--- src/sv/assert_macros.svh ---
// assertion macros used by the frame store controller
// expects clk and rst_n in the scope where a macro is used
`ifndef ASSERT_MACROS_SVH
`define ASSERT_MACROS_SVH

`ifndef SYNTHESIS

`define LMFS_ASSERT(label, prop) \
    label: assert property (@(posedge clk) disable iff (!rst_n) (prop)) \
        else $error("assertion failed");

`define LMFS_NEVER(label, expr) \
    label: assert property (@(posedge clk) disable iff (!rst_n) !(expr)) \
        else $error("forbidden condition seen");

`else

`define LMFS_ASSERT(label, prop)

`define LMFS_NEVER(label, expr)

`endif

`endif

--- src/sv/lmfs_pkg.sv ---
// shared constants, types and tables of the led matrix frame store
// no dependencies
`default_nettype none

package lmfs_pkg;

    localparam int STORE_BYTES = 32;
    localparam int ADDR_W      = 5;

    localparam logic [1:0] KIND_DRAW = 2'd0;
    localparam logic [1:0] KIND_READ = 2'd1;
    localparam logic [1:0] KIND_FILL = 2'd2;
    localparam logic [1:0] KIND_SCAN = 2'd3;

    localparam logic [1:0] ROT_0   = 2'd0;
    localparam logic [1:0] ROT_90  = 2'd1;
    localparam logic [1:0] ROT_180 = 2'd2;
    localparam logic [1:0] ROT_270 = 2'd3;

    localparam logic [ADDR_W-1:0] SCAN_LAST = ADDR_W'(STORE_BYTES - 1);

    typedef struct packed {
        logic              pix_op;
        logic [1:0]        kind;
        logic              scan_load;
        logic [ADDR_W-1:0] scan_k;
        logic              scan_last;
    } lmfs_cmd_t;

    typedef struct packed {
        logic out_free;
    } lmfs_sts_t;

    // byte address of the k-th scan beat
    function automatic logic [ADDR_W-1:0] scan_addr(input logic [ADDR_W-1:0] k);
        logic [2:0] ofs;
        begin
            case (k[2:0])
                3'd0:    ofs = 3'd1;
                3'd1:    ofs = 3'd3;
                3'd2:    ofs = 3'd0;
                3'd3:    ofs = 3'd2;
                3'd4:    ofs = 3'd4;
                3'd5:    ofs = 3'd6;
                3'd6:    ofs = 3'd5;
                default: ofs = 3'd7;
            endcase
            scan_addr = {k[ADDR_W-1:3], ofs};
        end
    endfunction

    function automatic logic [7:0] bit_rev(input logic [7:0] b);
        logic [7:0] r;
        begin
            for (int i = 0; i < 8; i++)
            begin
                r[i] = b[7 - i];
            end
            bit_rev = r;
        end
    endfunction

endpackage

`default_nettype wire

--- src/sv/lmfs_ctrl.sv ---
// controller: accepts items and sequences the 32-beat scan
// depends on lmfs_pkg and assert_macros.svh
`default_nettype none
`include "assert_macros.svh"

module lmfs_ctrl (
    input  wire logic               clk,
    input  wire logic               rst_n,
    input  wire logic               in_valid,
    output logic                    in_ready,
    input  wire logic [1:0]         kind,
    input  wire lmfs_pkg::lmfs_sts_t sts,
    output lmfs_pkg::lmfs_cmd_t     cmd
);

    localparam logic ST_IDLE = 1'b0;
    localparam logic ST_SCAN = 1'b1;

    logic                        state_reg;
    logic                        state_next;
    logic [lmfs_pkg::ADDR_W-1:0] cnt_reg;
    logic [lmfs_pkg::ADDR_W-1:0] cnt_next;
    logic                        accept;

    assign in_ready = (state_reg == ST_IDLE) && sts.out_free;
    assign accept   = in_valid && in_ready;

    always_comb
    begin
        state_next    = state_reg;
        cnt_next      = cnt_reg;
        cmd.pix_op    = 1'b0;
        cmd.kind      = kind;
        cmd.scan_load = 1'b0;
        cmd.scan_k    = cnt_reg;
        cmd.scan_last = (cnt_reg == lmfs_pkg::SCAN_LAST);
        case (state_reg)
            ST_IDLE:
            begin
                if (accept)
                begin
                    if (kind == lmfs_pkg::KIND_SCAN)
                    begin
                        state_next = ST_SCAN;
                        cnt_next   = '0;
                    end
                    else
                    begin
                        cmd.pix_op = 1'b1;
                    end
                end
            end
            ST_SCAN:
            begin
                if (sts.out_free)
                begin
                    cmd.scan_load = 1'b1;
                    cnt_next      = cnt_reg + 1'b1;
                    if (cnt_reg == lmfs_pkg::SCAN_LAST)
                    begin
                        state_next = ST_IDLE;
                    end
                end
            end
            default:
            begin
                state_next = ST_IDLE;
            end
        endcase
    end

    always_ff @(posedge clk or negedge rst_n)
    begin
        if (!rst_n)
        begin
            state_reg <= ST_IDLE;
            cnt_reg   <= '0;
        end
        else
        begin
            state_reg <= state_next;
            cnt_reg   <= cnt_next;
        end
    end

    `LMFS_NEVER(a_no_accept_in_scan, state_reg == ST_SCAN && in_ready)
    `LMFS_ASSERT(a_scan_starts, accept && !cmd.pix_op |=> state_reg == ST_SCAN && cnt_reg == '0)
    `LMFS_ASSERT(a_last_ends_scan, cmd.scan_load && cmd.scan_last |=> state_reg == ST_IDLE)
    `LMFS_NEVER(a_one_cmd, cmd.pix_op && cmd.scan_load)

endmodule

`default_nettype wire

--- src/sv/lmfs_datapath.sv ---
// datapath: rotation register, 32-byte frame store, result register
// depends on lmfs_pkg
`default_nettype none

module lmfs_datapath (
    input  wire logic                clk,
    input  wire logic                rst_n,
    input  wire logic                cfg_wr_en,
    input  wire logic [1:0]          cfg_wr_data,
    input  wire logic signed [7:0]   x_coord,
    input  wire logic signed [7:0]   y_coord,
    input  wire logic                pixel_on,
    input  wire lmfs_pkg::lmfs_cmd_t cmd,
    output lmfs_pkg::lmfs_sts_t      sts,
    output logic                     out_valid,
    input  wire logic                out_ready,
    output logic                     pixel_read,
    output logic [7:0]               shift_bits,
    output logic                     frame_end
);

    logic [1:0]                  rot_reg;
    logic [7:0]                  store_reg [lmfs_pkg::STORE_BYTES];
    logic [7:0]                  store_next [lmfs_pkg::STORE_BYTES];
    logic                        out_valid_reg;
    logic                        out_valid_next;
    logic                        pixel_read_reg;
    logic                        pixel_read_next;
    logic [7:0]                  shift_bits_reg;
    logic [7:0]                  shift_bits_next;
    logic                        frame_end_reg;
    logic                        frame_end_next;
    logic signed [8:0]           xs;
    logic signed [8:0]           ys;
    logic signed [8:0]           u;
    logic signed [8:0]           v;
    logic                        on_panel;
    logic [lmfs_pkg::ADDR_W-1:0] pix_idx;
    logic [2:0]                  pix_bit;
    logic [lmfs_pkg::ADDR_W-1:0] rd_addr;
    logic [7:0]                  rd_byte;

    assign xs = {x_coord[7], x_coord};
    assign ys = {y_coord[7], y_coord};

    // quarter-turn coordinate map
    always_comb
    begin
        case (rot_reg)
            lmfs_pkg::ROT_90:
            begin
                u = 9'sd15 - ys;
                v = xs;
            end
            lmfs_pkg::ROT_180:
            begin
                u = 9'sd15 - xs;
                v = 9'sd15 - ys;
            end
            lmfs_pkg::ROT_270:
            begin
                u = ys;
                v = 9'sd15 - xs;
            end
            default:
            begin
                u = xs;
                v = ys;
            end
        endcase
    end

    assign on_panel = (u[8:4] == 5'd0) && (v[8:4] == 5'd0);
    assign pix_idx  = {v[3:0], u[3]};
    assign pix_bit  = ~u[2:0];

    assign rd_addr = cmd.scan_load ? lmfs_pkg::scan_addr(cmd.scan_k) : pix_idx;
    assign rd_byte = store_reg[rd_addr];

    always_comb
    begin
        for (int i = 0; i < lmfs_pkg::STORE_BYTES; i++)
        begin
            store_next[i] = store_reg[i];
        end
        if (cmd.pix_op && cmd.kind == lmfs_pkg::KIND_FILL)
        begin
            for (int i = 0; i < lmfs_pkg::STORE_BYTES; i++)
            begin
                store_next[i] = {8{pixel_on}};
            end
        end
        else if (cmd.pix_op && cmd.kind == lmfs_pkg::KIND_DRAW && on_panel)
        begin
            store_next[pix_idx][pix_bit] = pixel_on;
        end
    end

    assign sts.out_free = !out_valid_reg || out_ready;

    always_comb
    begin
        out_valid_next  = out_valid_reg && !out_ready;
        pixel_read_next = pixel_read_reg;
        shift_bits_next = shift_bits_reg;
        frame_end_next  = frame_end_reg;
        if (cmd.pix_op)
        begin
            out_valid_next  = 1'b1;
            pixel_read_next = (cmd.kind == lmfs_pkg::KIND_READ) && on_panel
                              && rd_byte[pix_bit];
            shift_bits_next = 8'd0;
            frame_end_next  = 1'b1;
        end
        else if (cmd.scan_load)
        begin
            out_valid_next  = 1'b1;
            pixel_read_next = 1'b0;
            // even beats go lsb first
            shift_bits_next = cmd.scan_k[0] ? lmfs_pkg::bit_rev(rd_byte) : rd_byte;
            frame_end_next  = cmd.scan_last;
        end
    end

    always_ff @(posedge clk or negedge rst_n)
    begin
        if (!rst_n)
        begin
            rot_reg       <= lmfs_pkg::ROT_0;
            out_valid_reg <= 1'b0;
            for (int i = 0; i < lmfs_pkg::STORE_BYTES; i++)
            begin
                store_reg[i] <= 8'd0;
            end
        end
        else
        begin
            if (cfg_wr_en)
            begin
                rot_reg <= cfg_wr_data;
            end
            out_valid_reg <= out_valid_next;
            for (int i = 0; i < lmfs_pkg::STORE_BYTES; i++)
            begin
                store_reg[i] <= store_next[i];
            end
        end
    end

    always_ff @(posedge clk)
    begin
        pixel_read_reg <= pixel_read_next;
        shift_bits_reg <= shift_bits_next;
        frame_end_reg  <= frame_end_next;
    end

    assign out_valid  = out_valid_reg;
    assign pixel_read = pixel_read_reg;
    assign shift_bits = shift_bits_reg;
    assign frame_end  = frame_end_reg;

endmodule

`default_nettype wire

--- src/sv/led_matrix_frame_store_scan.sv ---
// 16x16 one-bit led matrix frame store with shift-register scan-out.
// Input channel (in_valid/in_ready) carries kind, x_coord, y_coord and
// pixel_on; output channel (out_valid/out_ready) carries pixel_read,
// shift_bits and frame_end. cfg_wr_en/cfg_wr_data set the rotation.
// Draw, read and fill each give one beat, registered in the cycle after
// acceptance, and the next such item is taken in the following cycle
// when the output register is free or being drained: one item per cycle.
// A scan item gives 32 beats: the controller enters its scan state, then
// each beat is loaded into the output register, one per cycle while the
// output register is free or being drained; the last beat has frame_end
// set. Input stays not ready for the whole scan; the 32-beat sequencer
// counter sets its length. When out_ready is low the result waits in
// the output register and the block takes no new item until it is
// drained. Reset clears the frame store (panel dark), the rotation and
// all control state; the block is ready as soon as reset is released.
// depends on lmfs_pkg, lmfs_ctrl, lmfs_datapath
`default_nettype none

module led_matrix_frame_store_scan (
    input  wire logic              clk,
    input  wire logic              rst_n,
    input  wire logic              cfg_wr_en,
    input  wire logic [1:0]        cfg_wr_data,
    input  wire logic              in_valid,
    output logic                   in_ready,
    input  wire logic [1:0]        kind,
    input  wire logic signed [7:0] x_coord,
    input  wire logic signed [7:0] y_coord,
    input  wire logic              pixel_on,
    output logic                   out_valid,
    input  wire logic              out_ready,
    output logic                   pixel_read,
    output logic [7:0]             shift_bits,
    output logic                   frame_end
);

    lmfs_pkg::lmfs_cmd_t cmd;
    lmfs_pkg::lmfs_sts_t sts;

    lmfs_ctrl u_ctrl (
        .clk      (clk),
        .rst_n    (rst_n),
        .in_valid (in_valid),
        .in_ready (in_ready),
        .kind     (kind),
        .sts      (sts),
        .cmd      (cmd)
    );

    lmfs_datapath u_datapath (
        .clk         (clk),
        .rst_n       (rst_n),
        .cfg_wr_en   (cfg_wr_en),
        .cfg_wr_data (cfg_wr_data),
        .x_coord     (x_coord),
        .y_coord     (y_coord),
        .pixel_on    (pixel_on),
        .cmd         (cmd),
        .sts         (sts),
        .out_valid   (out_valid),
        .out_ready   (out_ready),
        .pixel_read  (pixel_read),
        .shift_bits  (shift_bits),
        .frame_end   (frame_end)
    );

endmodule

`default_nettype wire
--- config.mk ---
export PLATFORM = sky130hd
export DESIGN_NAME = led_matrix_frame_store_scan
export DESIGN_NICKNAME = d
export VERILOG_FILES = /design/src/sv/lmfs_pkg.sv /design/src/sv/lmfs_ctrl.sv /design/src/sv/lmfs_datapath.sv /design/src/sv/led_matrix_frame_store_scan.sv
export VERILOG_INCLUDE_DIRS = /design/src /design/src/sv
export SDC_FILE = /design/constraint.sdc
export NUM_CORES = 1
export LEC_CHECK = 0
export BUFFER_PORTS_ARGS = -buffer_cell sky130_fd_sc_hd__clkbuf_2
export CAP_MARGIN = 10
export CORE_AREA = 2 2 163 165
export DETAILED_ROUTE_END_ITERATION = 10
export DIE_AREA = 0 0 165 167
export GPL_ROUTABILITY_DRIVEN = 0
export PLACE_DENSITY = 0.86
export SLEW_MARGIN = 5
export SYNTH_ARGS = -nofsm -noshare
export SYNTH_HDL_FRONTEND = slang
export SYNTH_SLANG_ARGS = --single-unit
--- constraint.sdc ---
create_clock -name clk -period 10.1 [get_ports clk]
set_input_delay 1.515 -clock clk [delete_from_list [all_inputs] [get_ports clk]]
set_output_delay 1.515 -clock clk [all_outputs]
set_load 0.05 [all_outputs]
==> results.tsv <==
metric	value	unit
I/O Buffers	37	
kind of critical path	in2reg	
H-tree depth	1	
pwr dens	277	nW/µm²
crit end category	flip-flop	
max reg flops	256	
die height	167	µm
Relative slew margins	19.4	%
Post-Synthesis Cell Area	15800	µm²
pre-CTS setup slack	4.84	ns
first-pass GRT wire length	72900	µm
Cell Rows	59	
die area	27600	µm²
status	finished, final reports clean	
Layout area overhead	7.20	%
CP startpoint kind	primary input	
Clock Path Buffers	3	
Worst R2R Start	u_ctrl.cnt_reg[0]	
final wirelength	47600	µm
Vias/cell	7.29	
initial antenna violation count	0	
min-delay src	u_datapath.shift_bits[7]	
layout cell share with drive strength beyond 1	26.4	%
diode count	0	
grt total ovfl	0	
Non-Filler Cell Area, Final	16900	µm²
worst slew pin tran	1.20	ns
Setup Viol. Count Final	0	
Max Cap Viol	0	
clk_lat worst skew	0.58	ns
syn_nets	1561	
Period minus WS final	4.89	ns
Seq/Total Area, Yosys	43.3	%
RSZ-0062 raised after global routing	no	
Crit Path Max Fanout	29	
internal power	2.79	mW
Netlist cell types	80	
clk root buf	clkbuf_16	
DP Area	16000	µm²
TritonCTS clock tree	done	
Final Instance Count excl. Fillers	1836	
dpl hpwl	29600	µm
initial DRC count	2464	
post-layout util	65.7	%
vias in the first global route	12800	
synthesized instance count	1526	
clk slew on worst S/H paths	0.06	ns
Crit path required time	10.50	ns
CP arrival	5.29	ns
# IOs	38	
final worst setup slack	5.21	ns
synthesized flop and latch total	275	
core area	25800	µm²
All-Layer GR Usage	34.1	%
TritonRoute pass-1 iters	6	
final setup TNS	0	ns
nets	1515	
FMAX	0.205	GHz
Die X	165	µm
Main synth FF type	dfrtp_1	
clock skew	0.0230	ns
async set or reset register ratio after synthesis	96.4	%
Clock Sinks	275	
CP startpoint	out_ready	
Num CTS Buffers	29	
largest net degree at the start of global routing	257	
Switch Pwr	1.90	mW
Initial Utilization	61.3	%
ANT nets after route	0	
hold buffers post-CTS	0	
post-CTS setup buffers	0	
sequential share of power	35.7	%
wire per inst	25.9	µm
post-synthesis area per instance	10.3	µm²
combinational share of power	42.3	%
cts repair resizes	0	
Power, Total	4.69	mW
count of pins over their slew limit	0	
Leak	6.92	nW
Post-synth EDFFs	1	
Worst VDD drop	0.000224	V
HP Class	reg2reg	
period utilization	48.4	%
dpl cells	1784	
final hold vios	0	
yosys warns	0	
# DRC	0	
Via Count	13400	
Sw Ratio	40.6	%
Hold WS	0.469	ns
Clock Power Share	22.1	%
per-layer routing:
layer  track usage (%)  share of wire, %
met4              19.0               6.8
met3              9.79                13
met1              45.4                36
met2              50.0                44
met5                 0                 0
layout by cell type (no fill, tap or decap), types with 7 or more instances in the layout:
cell / netlist / final
nand3b_1: 7 / 7
o21ai_1: 6 / 7
a211oi_1: 25 / 25
o31ai_1: 7 / 7
o211ai_1: 14 / 14
ha_1: 9 / 9
buf_4: 10 / 29
o311a_1: 8 / 8
o221a_2: 10 / 10
o221ai_1: 7 / 7
inv_1: 19 / 19
mux2_1: 20 / 20
clkbuf_2: 0 / 35
a32oi_1: 9 / 9
mux2_2: 244 / 244
nor3_1: 12 / 12
nor2_1: 51 / 51
a221oi_1: 11 / 11
and2_1: 14 / 12
dfxtp_1: 9 / 9
clkbuf_1: 68 / 8
a31oi_1: 9 / 9
nand3_1: 26 / 26
clkbuf_8: 0 / 9
o21ai_0: 9 / 8
mux2i_1: 74 / 74
a21oi_1: 280 / 280
dfrtp_1: 265 / 265
clkbuf_16: 0 / 29
nand2_1: 118 / 118
final cells by class:
type / count / area (µm²)
fill: 1852 / 8840
multi-input combinational: 1088 / 8240
sequential: 275 / 6840
clock buffer: 46 / 880
timing repair buffer: 67 / 439
tap: 335 / 419
inverter: 19 / 71.3
clock inverter: 6 / 33.8
final timing paths:
| check | to | slack (ns) | cells past startpoint |
|---|---|---|---|
| min reg2reg | u_datapath.shift_bits[7] | 0.47 | 2 |
| min | u_datapath.shift_bits[7] | 0.47 | 2 |
| max reg2reg | u_datapath.pixel_read | 5.22 | 13 |
| max in group asynchronous | u_datapath.store_reg[224] | 7.53 | 2 |
| max | u_datapath.pixel_read | 5.21 | 12 |
| min in group asynchronous | u_datapath.rot_reg[0] | 1.02 | 1 |
kinds of logic (layout without fill, tap and decap cells):
family          Yosys count  count (layout)  share of synthesized area [%]
compound gates          454             454                           18.0
mux                     347             347                           24.7
flops                   275             275                           43.3
simple gates            269             269                           8.00
buf+inv                 163             138                           4.74
fa+ha+maj                 9               9                          0.713
xor+xnor                  9               9                          0.547
worst max-delay path, cell delays in order:
cell	delay, ns
clkbuf_2	0.07
nand2b_1	0.24
and2_2	0.61
buf_4	0.43
o31a_1	0.36
buf_4	0.43
nor2_2	0.23
a211oi_1	0.59
a32oi_1	0.30
nand4_1	0.17
o221ai_1	0.15
nor4_2	0.17
power groups by stage:
stage                     Sequential, mW  Combinational [mW]  Clock, mW
final                               1.67                1.98       1.04
after global routing                1.70                2.06       1.09
after CTS                           1.66                1.90       1.04
after detailed placement            1.67                1.88          0
after global placement              1.65                1.83          0
after floorplan                     1.64                1.33          0
cells in the mapped netlist (7+ instances only):
cell,instances,area (µm²)
a21oi_1,280,1400
dfrtp_1,265,6630
mux2_2,244,2750
nand2_1,118,443
mux2i_1,74,741
clkbuf_1,68,255
nor2_1,51,191
buf_2,49,245
nand3_1,26,130
a211oi_1,25,188
mux2_1,20,225
inv_1,19,71.3
and2_1,14,87.6
o211ai_1,14,105
buf_1,12,45.0
nor3_1,12,60.1
a221oi_1,11,96.3
buf_4,10,75.1
o221a_2,10,113
a31oi_1,9,56.3
a32oi_1,9,78.8
dfxtp_1,9,180
ha_1,9,113
o21ai_0,9,45.0
o311a_1,8,80.1
nand3b_1,7,52.6
o221ai_1,7,61.3
o31ai_1,7,52.6
(Power assumes the default switching activity.)
